`src/rtl/core/skt_pkg.sv`:
```
// ----------------------------------------------------------------------------
// skt_pkg
// Shared types and constants of the sorted key table: table depth, request
// kinds, status codes, the stored entry layout and the sequencer states.
// ----------------------------------------------------------------------------
`default_nettype none

package skt_pkg;

  localparam int DEPTH = 16;
  localparam int IDXW  = $clog2(DEPTH);
  localparam int CNTW  = $clog2(DEPTH + 1);
  localparam int KEYW  = 32;
  localparam int PAYW  = 64;

  localparam logic [2:0] KIND_INSERT = 3'd0;
  localparam logic [2:0] KIND_LOOKUP = 3'd1;
  localparam logic [2:0] KIND_UPDATE = 3'd2;
  localparam logic [2:0] KIND_DELETE = 3'd3;
  localparam logic [2:0] KIND_DUMP   = 3'd4;

  localparam logic [1:0] STAT_OK       = 2'd0;
  localparam logic [1:0] STAT_NOTFOUND = 2'd1;
  localparam logic [1:0] STAT_FULL     = 2'd2;
  localparam logic [1:0] STAT_EMPTY    = 2'd3;

  typedef struct packed {
    logic signed [KEYW-1:0] key;
    logic [PAYW-1:0]        payload;
  } entry_t;

  localparam int ENTRYW = $bits(entry_t);

  typedef struct packed {
    logic eq;
    logic lt;
  } cmp_t;

  typedef enum logic [7:0] {
    ST_IDLE = 8'b0000_0001,
    ST_HEAD = 8'b0000_0010,
    ST_SCAN = 8'b0000_0100,
    ST_INS  = 8'b0000_1000,
    ST_FIND = 8'b0001_0000,
    ST_DEL  = 8'b0010_0000,
    ST_DUMP = 8'b0100_0000,
    ST_EMIT = 8'b1000_0000
  } state_t;

endpackage

`default_nettype wire

```
`src/rtl/core/skt_ram.sv`:
```
// ----------------------------------------------------------------------------
// skt_ram
// Generic single write port, single read port RAM with registered read data.
// ----------------------------------------------------------------------------
`default_nettype none

module skt_ram #(
  parameter int WIDTH = 8,
  parameter int DEPTH = 16
) (
  input  wire logic                     clk,
  input  wire logic                     we,
  input  wire logic [$clog2(DEPTH)-1:0] waddr,
  input  wire logic [WIDTH-1:0]         wdata,
  input  wire logic [$clog2(DEPTH)-1:0] raddr,
  output      logic [WIDTH-1:0]         rdata
);

  logic [WIDTH-1:0] mem [DEPTH];

  always_ff @(posedge clk) begin
    if (we) begin
      mem[waddr] <= wdata;
    end
    rdata <= mem[raddr];
  end

endmodule

`default_nettype wire

```
`src/rtl/core/skt_cmp.sv`:
```
// ----------------------------------------------------------------------------
// skt_cmp
// Shared signed key comparator used by the insert scan and the key search steps.
// ----------------------------------------------------------------------------
`default_nettype none

module skt_cmp (
  input  wire logic signed [skt_pkg::KEYW-1:0] req_key,
  input  wire logic signed [skt_pkg::KEYW-1:0] entry_key,
  output      skt_pkg::cmp_t                    result
);

  assign result = {(req_key == entry_key), (req_key < entry_key)};

endmodule

`default_nettype wire

```
`src/rtl/core/sorted_key_table.sv`:
```
// ----------------------------------------------------------------------------
// sorted_key_table
// Table of up to DEPTH entries kept in ascending signed key order.
//
// The in_ channel takes one request (insert, lookup, update, delete, dump)
// at a time; in_stall stays high from acceptance until the request's last
// result has been loaded into the output register. The out_ channel gives
// one result per request, or one per entry for a dump of a non-empty table,
// with out_last on the final one. Kinds 5 to 7 are taken and dropped without
// a result. The steps of each request (an insert into an empty table only writes):
//   insert  head check, scan down from the tail moving entries up, then write
//   lookup, update  scan up from index 0 until the match or the last entry
//   delete  scan up to the match, then move each later entry down one slot
//   dump    read the entries in order, one result per cycle while out_stall is low
// One entry memory with registered read and one shared key comparator do
// the work: each step reads or moves one entry.
// Reset (rst_n low, synchronous) empties the table and the output register;
// the memory itself is not cleared. While out_stall is high the pending
// result holds and the sequencer waits at its next result.
// ----------------------------------------------------------------------------
`default_nettype none

module sorted_key_table (
  input  wire logic                             clk,
  input  wire logic                             rst_n,
  input  wire logic                             in_valid,
  output      logic                             in_stall,
  input  wire logic [2:0]                       in_kind,
  input  wire logic signed [skt_pkg::KEYW-1:0]  in_key,
  input  wire logic [skt_pkg::PAYW-1:0]         in_payload,
  output      logic                             out_valid,
  input  wire logic                             out_stall,
  output      logic [1:0]                       out_status,
  output      logic signed [skt_pkg::KEYW-1:0]  out_key_out,
  output      logic [skt_pkg::PAYW-1:0]         out_payload_out,
  output      logic [4:0]                       out_entry_count,
  output      logic                             out_last
);

  skt_pkg::state_t                   state_r, state_nxt;
  logic [skt_pkg::IDXW-1:0]          idx_r, idx_nxt;
  logic [skt_pkg::CNTW-1:0]          count_r, count_nxt;
  logic                              front_r, front_nxt;
  logic [2:0]                        kind_r;
  logic signed [skt_pkg::KEYW-1:0]   key_r;
  logic [skt_pkg::PAYW-1:0]          payload_r;
  logic [1:0]                        res_status_r, res_status_nxt;
  logic signed [skt_pkg::KEYW-1:0]   res_key_r, res_key_nxt;
  logic [skt_pkg::PAYW-1:0]          res_payload_r, res_payload_nxt;

  logic                              out_valid_r;
  logic [1:0]                        out_status_r, out_status_d;
  logic signed [skt_pkg::KEYW-1:0]   out_key_r, out_key_d;
  logic [skt_pkg::PAYW-1:0]          out_payload_r, out_payload_d;
  logic [4:0]                        out_count_r;
  logic                              out_last_r, out_last_d;
  logic                              out_load;
  logic                              out_free;

  logic                              in_accept;
  logic                              ram_we;
  logic [skt_pkg::IDXW-1:0]          ram_waddr, ram_raddr;
  skt_pkg::entry_t                   wr_entry, rd_entry;
  logic [skt_pkg::ENTRYW-1:0]        rd_vec;
  skt_pkg::cmp_t                     cmp;
  logic                              idx_is_last;

  skt_ram #(
    .WIDTH (skt_pkg::ENTRYW),
    .DEPTH (skt_pkg::DEPTH)
  ) u_ram (
    .clk   (clk),
    .we    (ram_we),
    .waddr (ram_waddr),
    .wdata (wr_entry),
    .raddr (ram_raddr),
    .rdata (rd_vec)
  );

  assign rd_entry = skt_pkg::entry_t'(rd_vec);

  skt_cmp u_cmp (
    .req_key   (key_r),
    .entry_key (rd_entry.key),
    .result    (cmp)
  );

  assign in_stall    = (state_r != skt_pkg::ST_IDLE);
  assign in_accept   = in_valid && !in_stall;
  assign out_free    = !out_valid_r || !out_stall;
  assign idx_is_last = ((skt_pkg::CNTW'(idx_r) + skt_pkg::CNTW'(1)) == count_r);

  always_comb begin
    state_nxt       = state_r;
    idx_nxt         = idx_r;
    count_nxt       = count_r;
    front_nxt       = front_r;
    res_status_nxt  = res_status_r;
    res_key_nxt     = res_key_r;
    res_payload_nxt = res_payload_r;
    ram_we          = 1'b0;
    ram_waddr       = idx_r;
    ram_raddr       = '0;
    wr_entry        = rd_entry;
    out_load        = 1'b0;
    out_status_d    = skt_pkg::STAT_OK;
    out_key_d       = rd_entry.key;
    out_payload_d   = rd_entry.payload;
    out_last_d      = 1'b1;
    unique case (state_r)
      skt_pkg::ST_IDLE: begin
        if (in_accept) begin
          idx_nxt = '0;
          unique case (in_kind)
            skt_pkg::KIND_INSERT: begin
              if (count_r >= skt_pkg::CNTW'(skt_pkg::DEPTH)) begin
                res_status_nxt  = skt_pkg::STAT_FULL;
                res_key_nxt     = '0;
                res_payload_nxt = '0;
                state_nxt       = skt_pkg::ST_EMIT;
              end else if (count_r == '0) begin
                state_nxt = skt_pkg::ST_INS;
              end else begin
                state_nxt = skt_pkg::ST_HEAD;
              end
            end
            skt_pkg::KIND_LOOKUP, skt_pkg::KIND_UPDATE, skt_pkg::KIND_DELETE: begin
              if (count_r == '0) begin
                res_status_nxt  = skt_pkg::STAT_NOTFOUND;
                res_key_nxt     = '0;
                res_payload_nxt = '0;
                state_nxt       = skt_pkg::ST_EMIT;
              end else begin
                state_nxt = skt_pkg::ST_FIND;
              end
            end
            skt_pkg::KIND_DUMP: begin
              if (count_r == '0) begin
                res_status_nxt  = skt_pkg::STAT_EMPTY;
                res_key_nxt     = '0;
                res_payload_nxt = '0;
                state_nxt       = skt_pkg::ST_EMIT;
              end else begin
                state_nxt = skt_pkg::ST_DUMP;
              end
            end
            default: begin
              state_nxt = skt_pkg::ST_IDLE;
            end
          endcase
        end
      end
      skt_pkg::ST_HEAD: begin
        // key at or below the first key goes to the front
        front_nxt = cmp.eq || cmp.lt;
        ram_raddr = skt_pkg::IDXW'(count_r - skt_pkg::CNTW'(1));
        idx_nxt   = skt_pkg::IDXW'(count_r - skt_pkg::CNTW'(1));
        state_nxt = skt_pkg::ST_SCAN;
      end
      skt_pkg::ST_SCAN: begin
        // walk down from the tail, moving larger entries up one slot
        if (front_r || cmp.lt) begin
          ram_we    = 1'b1;
          ram_waddr = idx_r + skt_pkg::IDXW'(1);
          wr_entry  = rd_entry;
          if (idx_r == '0) begin
            state_nxt = skt_pkg::ST_INS;
          end else begin
            idx_nxt   = idx_r - skt_pkg::IDXW'(1);
            ram_raddr = idx_r - skt_pkg::IDXW'(1);
          end
        end else begin
          idx_nxt   = idx_r + skt_pkg::IDXW'(1);
          state_nxt = skt_pkg::ST_INS;
        end
      end
      skt_pkg::ST_INS: begin
        ram_we           = 1'b1;
        ram_waddr        = idx_r;
        wr_entry.key     = key_r;
        wr_entry.payload = payload_r;
        count_nxt        = count_r + skt_pkg::CNTW'(1);
        res_status_nxt   = skt_pkg::STAT_OK;
        res_key_nxt      = key_r;
        res_payload_nxt  = payload_r;
        state_nxt        = skt_pkg::ST_EMIT;
      end
      skt_pkg::ST_FIND: begin
        ram_raddr = idx_r + skt_pkg::IDXW'(1);
        if (cmp.eq) begin
          res_status_nxt  = skt_pkg::STAT_OK;
          res_key_nxt     = rd_entry.key;
          res_payload_nxt = rd_entry.payload;
          state_nxt       = skt_pkg::ST_EMIT;
          if (kind_r == skt_pkg::KIND_UPDATE) begin
            ram_we           = 1'b1;
            ram_waddr        = idx_r;
            wr_entry.key     = rd_entry.key;
            wr_entry.payload = payload_r;
            res_payload_nxt  = payload_r;
          end else if (kind_r == skt_pkg::KIND_DELETE) begin
            if (idx_is_last) begin
              count_nxt = count_r - skt_pkg::CNTW'(1);
            end else begin
              state_nxt = skt_pkg::ST_DEL;
            end
          end
        end else if (idx_is_last) begin
          res_status_nxt  = skt_pkg::STAT_NOTFOUND;
          res_key_nxt     = '0;
          res_payload_nxt = '0;
          state_nxt       = skt_pkg::ST_EMIT;
        end else begin
          idx_nxt = idx_r + skt_pkg::IDXW'(1);
        end
      end
      skt_pkg::ST_DEL: begin
        // close the gap, one entry down per cycle
        ram_we    = 1'b1;
        ram_waddr = idx_r;
        wr_entry  = rd_entry;
        ram_raddr = idx_r + skt_pkg::IDXW'(2);
        idx_nxt   = idx_r + skt_pkg::IDXW'(1);
        if ((skt_pkg::CNTW'(idx_r) + skt_pkg::CNTW'(2)) >= count_r) begin
          count_nxt = count_r - skt_pkg::CNTW'(1);
          state_nxt = skt_pkg::ST_EMIT;
        end
      end
      skt_pkg::ST_DUMP: begin
        ram_raddr  = idx_r;
        out_last_d = idx_is_last;
        if (out_free) begin
          out_load = 1'b1;
          if (idx_is_last) begin
            state_nxt = skt_pkg::ST_IDLE;
          end else begin
            idx_nxt   = idx_r + skt_pkg::IDXW'(1);
            ram_raddr = idx_r + skt_pkg::IDXW'(1);
          end
        end
      end
      skt_pkg::ST_EMIT: begin
        out_status_d  = res_status_r;
        out_key_d     = res_key_r;
        out_payload_d = res_payload_r;
        if (out_free) begin
          out_load  = 1'b1;
          state_nxt = skt_pkg::ST_IDLE;
        end
      end
      default: begin
        state_nxt = skt_pkg::ST_IDLE;
      end
    endcase
  end

  always_ff @(posedge clk) begin
    if (!rst_n) begin
      state_r     <= skt_pkg::ST_IDLE;
      count_r     <= '0;
      out_valid_r <= 1'b0;
    end else begin
      state_r <= state_nxt;
      count_r <= count_nxt;
      if (out_load) begin
        out_valid_r <= 1'b1;
      end else if (!out_stall) begin
        out_valid_r <= 1'b0;
      end
    end
  end

  always_ff @(posedge clk) begin
    idx_r         <= idx_nxt;
    front_r       <= front_nxt;
    res_status_r  <= res_status_nxt;
    res_key_r     <= res_key_nxt;
    res_payload_r <= res_payload_nxt;
    if (in_accept) begin
      kind_r    <= in_kind;
      key_r     <= in_key;
      payload_r <= in_payload;
    end
    if (out_load) begin
      out_status_r  <= out_status_d;
      out_key_r     <= out_key_d;
      out_payload_r <= out_payload_d;
      out_count_r   <= 5'(count_r);
      out_last_r    <= out_last_d;
    end
  end

  assign out_valid       = out_valid_r;
  assign out_status      = out_status_r;
  assign out_key_out     = out_key_r;
  assign out_payload_out = out_payload_r;
  assign out_entry_count = out_count_r;
  assign out_last        = out_last_r;

endmodule

`default_nettype wire

```
`config.mk`:
```
export PLATFORM = sky130hd
export DESIGN_NAME = sorted_key_table
export DESIGN_NICKNAME = d
export VERILOG_FILES = /design/src/rtl/core/skt_pkg.sv /design/src/rtl/core/skt_ram.sv /design/src/rtl/core/skt_cmp.sv /design/src/rtl/core/sorted_key_table.sv
export SDC_FILE = /design/constraint.sdc
export NUM_CORES = 2
export LEC_CHECK = 0
export BUFFER_PORTS_ARGS = -buffer_cell sky130_fd_sc_hd__clkbuf_2
export CORE_ASPECT_RATIO = 0.9
export CORE_MARGIN = 5
export CORE_UTILIZATION = 55
export DETAILED_ROUTE_END_ITERATION = 8
export PLACE_DENSITY = 0.84
export SLEW_MARGIN = 10
export SYNTH_ARGS = -nofsm -noshare
export SYNTH_HDL_FRONTEND = slang
export SYNTH_HIERARCHICAL = 1
export SYNTH_SLANG_ARGS = --single-unit
```
`constraint.sdc`:
```
create_clock -name clk -period 32.8 [get_ports clk]
set_input_delay 8.2 -clock clk [delete_from_list [all_inputs] [get_ports clk]]
set_output_delay 8.2 -clock clk [all_outputs]
set_load 0.01 [all_outputs]
```
# Word level (Yosys, flattened, before mapping)
# Memories as Yosys holds them, arrays and structs flattened. A register that Yosys moved wholly into a read port is not among the register bits.
# Cells that the tools add are included.
[word_totals]
reg_bits = 320
ram_bits = 1536
inputBits = 103
output_inout_bits = 106
n_memories = 1
[op_classes]
add_sub_neg = 7
order_cmp = 3
eq_ne = 37
n_mux = 74
reduce_logical = 22
[memory_table]
columns = ["memory", "depth", "width", "read_ports", "rd_ports_with_merged_regs", "wr", "line", "rtl"]
rows = [
  ["u_ram.mem", 16, 96, 1, 1, 1, "skt_ram.sv:19", "logic [WIDTH-1:0] mem [DEPTH];"],
]
[op_table]
columns = ["op", "n"]
rows = [
  ["64-bit 2-to-1 mux", 9],
  ["32-bit 2-to-1 mux", 6],
  ["64-bit case mux with 3 select lines", 1],
  ["96-bit case mux with 2 select lines", 1],
  ["64-bit case mux with 2 select lines", 1],
  ["8-bit 2-to-1 mux", 15],
  ["32-bit case mux with 3 select lines", 1],
  ["32-bit case mux with 2 select lines", 1],
  ["8-bit case mux with 8 select lines", 1],
  ["4-bit 2-to-1 mux", 11],
  ["32-bit equality test", 1],
  ["32-bit < comparator", 1],
  ["5-bit 2-to-1 mux", 5],
  ["4-bit case mux with 6 select lines", 1],
  ["8-bit case mux with 3 select lines", 1],
  ["3-bit != test (second input constant)", 7],
  ["2-bit != test (second input constant)", 10],
  ["4-bit case mux with 5 select lines", 1],
  ["5-bit case mux with 3 select lines", 1],
  ["7-bit AND reduction", 2],
  ["3-bit by 2-bit equality test with 1-bit output (second input constant)", 4],
  ["2-bit 2-to-1 mux", 6],
  ["2-bit case mux with 3 select lines", 2],
  ["6-bit AND reduction", 2],
  ["other kinds (38)", 52],
]

# Depth between registers and ports, before layout
[depth]
ltp_word = 7
depth_mapped = 18
depth_no_buf = 15

# Cells and area by module
# The synthesis kept the hierarchy.
[by_module_without_submodules]
columns = ["mod", "instances", "cells_per_inst", "area_per_inst_um2"]
rows = [
  ["skt_ram", 1, 2460, 59355.7],
  ["sorted_key_table", 1, 1114, 14704.1],
  ["skt_cmp", 1, 113, 820.8],
]

# Least setup slack after synthesis
# Ideal clock, no wire load.
[synth_path]
kind = "input port to flip-flop"
from = "input port in_valid"
to = "register res_key_r[0] in the netlist's numbering (enable)"
setup_time_ns = 0.582
t_arrival_ns = 15.526
t_required_ns = 32.218
path_slack_ns = 16.691
cell_stages = 3
path_buffers = 0
path_cell_list = "and2_1 -> a21oi_1 -> a21oi_1"
[synth_via]
elab_chain_len = 3
[synth_lines]
columns = ["element", "line", "rtl"]
rows = [
  ["from (decl)", "sorted_key_table.sv:26", "input wire logic in_valid,"],
  ["1-bit logical AND", "sorted_key_table.sv:89", "assign in_accept = in_valid && !in_stall;"],
  ["2-bit != test (no source line)", "n/a", ""],
  ["6-bit AND reduction (no source line)", "n/a", ""],
  ["to (signal assigned)", "sorted_key_table.sv:277", "res_key_r <= res_key_nxt;"],
  ["to (decl)", "sorted_key_table.sv:48", "logic signed [skt_pkg::KEYW-1:0] res_key_r, res_key_nxt;"],
]
# Every way passes these cells.
# A chain may end at the register's enable or synchronous reset.

# Worst setup path in the final report
[layout_path]
from = "input port out_stall"
to = "register u_ram.rdata[26], read port of u_ram.mem"
[layout_via]
elab_chain_len = 4
[layout_lines]
columns = ["element", "line", "rtl"]
rows = [
  ["from (decl)", "sorted_key_table.sv:32", "input wire logic out_stall,"],
  ["1-bit logical NOT", "n/a", ""],
  ["1-bit logical OR", "sorted_key_table.sv:90", "assign out_free = !out_valid_r || !out_stall;"],
  ["4-bit 2-to-1 mux", "n/a", ""],
  ["4-bit case mux with 5 select lines", "sorted_key_table.sv:110", "unique case (state_r)"],
  ["via ram_raddr, one bit", "sorted_key_table.sv:62", "logic [skt_pkg::IDXW-1:0] ram_waddr, ram_raddr;"],
  ["to (decl)", "skt_ram.sv:16", "output logic [WIDTH-1:0] rdata"],
]
# The timed path passes the listed nets, and every way through them passes these cells.

==> run_results.csv <==
group,metric,value,unit
status,status,"finished clean",
grt,antenna_found_initial,3,
synthesis,avgSynthCellArea,20.3,sq um
grt,grt_overflow,0,
worst_setup_path,cp_data_required_time,33.47,ns
synthesis,synth_cells,3687,
place,gp_congestion,0.849,
synthesis,synth_top_cell_area_share,73.9,%
timing,fin_hold_ws,0.515,ns
cts,cts_setup_buffers,0,
synthesis,ys_seq_area_share,76.8,%
worst_setup_path,critical-path-max-stage-delay,0.92,ns
timing,fin_setup_tns,0,ns
worst_setup_path,crit_top_cell,"buf_4",
grt,grt_pass1_wl,282000,um
route,via_count,39700,
synthesis,ys_ff_latch,1952,
final_layout,nets,4092,
cts,cts_max_level,4,
synthesis,synth_cell_types,78,
synthesis,yosys_warnings,6,
cts,cts_tree,"yes",
cts,cts_hold_buf,0,
synthesis,yosys_most_used_dff,"edfxtp_1",
cts,cts_buffers,183,
route,wl,193000,um
cts,cts.sinks,1952,
synthesis,ys_top_cells_by_count,"edfxtp_1, nand2_1, mux4_2, a22oi_1, dfxtp_1",
worst_setup_path,slowest_stage,"o221ai_4",
route,dr.pass1.iters,6,
timing,setup-violations-final,0,
die,die_y,360,um
die,ioPinCount,209,
timing,tightestPinTransition,1.37,ns
place,placed_cells,5578,
worst_setup_path,critPathLaunchType,"primary input",
final_layout,synthToLayoutAreaGrowth,12.1,%
cts,path_clk_slew,0.06,ns
worst_setup_path,crit_chain,"clkbuf_2 -> nand2_1 -> nand2_1 -> xnor2_1 -> o221ai_4 -> buf_4 -> buf_4 -> buf_4 -> buf_4 -> mux4_2 -> a22oi_1 -> nand2_1",
pwr,p_leak,0.0274,uW
pwr,finalPower,5580,uW
synthesis,synth_top_area_cell,"edfxtp_1",
cts,cts-root-buf,"clkbuf_16",
die,fp.coreArea,0.135,sq mm
pwr,power_density,66.5,mW/mm^2
timing,max_freq,0.0743,GHz
timing,slew_headroom,7.64,%
synthesis,yosysMostFrequentCell,"edfxtp_1",
grt,grt_max_degree,169,
worst_setup_path,crit_type,"primary input to flop",
timing,period_minus_slack,13.47,ns
die,num_rows,128,
worst_setup_path,crit_path_max_fanout,50,
cts,clk_latency,0.83,ns
final_layout,stdcell_count,5922,
route,post_drt_wl_per_cell,32.6,um
final_layout,drive_gt1_share,26.0,%
synthesis,synth_area_leaders,"edfxtp_1, mux4_2, dfxtp_1, nand2_1, a22oi_1",
die,initial_core_util,55.3,%
timing,finalHoldViolations,0,
timing,skew,0.0389,ns
min_path,hold_class,"flop to flop",
pwr,peakVddDrop,0.0415,mV
worst_setup_path,crit_arrival,14.14,ns
route,drt_drc_violations_left,0,
cts,post_cts_resized,0,
route,drt-initial-drc-count,6730,
worst_setup_path,crit_path_end_kind,"flop",
route,ant_nets,0,
final_layout,fillCellCount,8301,
place,portBuffers,208,
final_layout,antenna_cells,0,
timing,min_period_over_period,41.1,%
cts,clk_path_buf_depth,3,
synthesis,synth_edf_count,1842,
die,die_w,399,um
synthesis,netlist_area,0.0749,sq mm
synthesis,async_reset_ff_share,0,%
worst_setup_path,rrSetupSlack,24.36,ns
timing,slew_viol_final,0,
route,vias_per_cell,6.71,
timing,rsz0062_at_grt,"false",
grt,grt_util_all_layers,26.9,%
place,dpl.hpwl,88300,um
grt,grt_pass1_vias,41200,
job,cap_violations,0,
die,die-area,0.144,sq mm
synthesis,syn_nets,3836,
-- area by class of cell --
| type | instances | area (sq um) | area share [%] |
|---|---|---|---|
| well taps | 1820 | 2280 | 2.71 |
| multi-input cells | 1490 | 16200 | 19.4 |
| clock buffers | 258 | 5200 | 6.20 |
| clock inverters | 86 | 951 | 1.13 |
| inverters | 44 | 165 | 0.197 |
| repair buffers | 272 | 1560 | 1.86 |
| flip-flops and latches | 1952 | 57500 | 68.5 |
-- metal layers --
| metal | share of wire, % | global-route usage [%] |
|---|---|---|
| met5 | 0.0067 | 0 |
| met4 | 4.6 | 11.5 |
| met3 | 13 | 6.95 |
| met2 | 50 | 44.2 |
| met1 | 33 | 34.5 |
-- flip-flops by register name, indices dropped and copies added, names as in the netlist, 3 cells and up --
name             count
u_ram/mem         1536
u_ram/rdata         96
out_payload_out     64
payload_r           64
res_payload_r       64
key_r               32
out_key_out         32
res_key_r           32
state_r              8
count_r              5
out_entry_count      5
idx_r                4
kind_r               3
-- kinds of logic after synthesis --
group,Yosys count,synth area share [%]
compound gates,378,3.91
xor+xnor,19,0.222
fa+ha+maj,46,0.769
buf+inv,245,1.79
flops,1952,76.8
mux,486,13.3
simple gates,561,3.20
-- worst paths after layout --
kind                                   startpoint                  end  cells after the start
worst max register to register    u_ram/rdata[79]      u_ram/rdata[26]                     20
worst max-delay path                    out_stall      u_ram/rdata[26]                     12
worst min-delay path            res_payload_r[48]  out_payload_out[48]                      2
worst min register to register  res_payload_r[48]  out_payload_out[48]                      2
-- where the power goes --
group / internal [uW] / leakage (uW) / switching (uW)
clock network: 1250 / 0.00299 / 933
logic: 215 / 0.00674 / 299
registers: 2840 / 0.0176 / 46.8
-- worst max-delay path: cells and delay by family --
family                    cells  cell delay, ns
AOI/OAI and AO/OA             2            1.14
xor gates and xnor gates      1            0.21
and+or+nand+nor               3            0.44
muxes                         1            0.64
buffers and inverters         5            3.33
-- cells in the final DEF (no fill, tap or decap), types with 46 or more instances in the layout --
cell type	n
clkbuf_2	208
clkbuf_1	49
clkbuf_16	190
edfxtp_1	1842
dfxtp_1	110
mux2_2	51
a22o_1	96
nand2_1	419
a22oi_1	192
ha_1	46
buf_4	61
mux4_2	384
-- metrics by stage --
step           setup WS (ns)  util, %  area [sq um]
5_1_grt                18.63     62.0         83900
2_1_floorplan          16.69        -         74900
3_3_place_gp           18.61     57.5         77800
6_report               19.33     62.0         83900
4_1_cts                19.22     62.0         83900
3_5_place_dp           18.48     57.5         77800
Note: power is estimated with default switching activity, not from simulation.
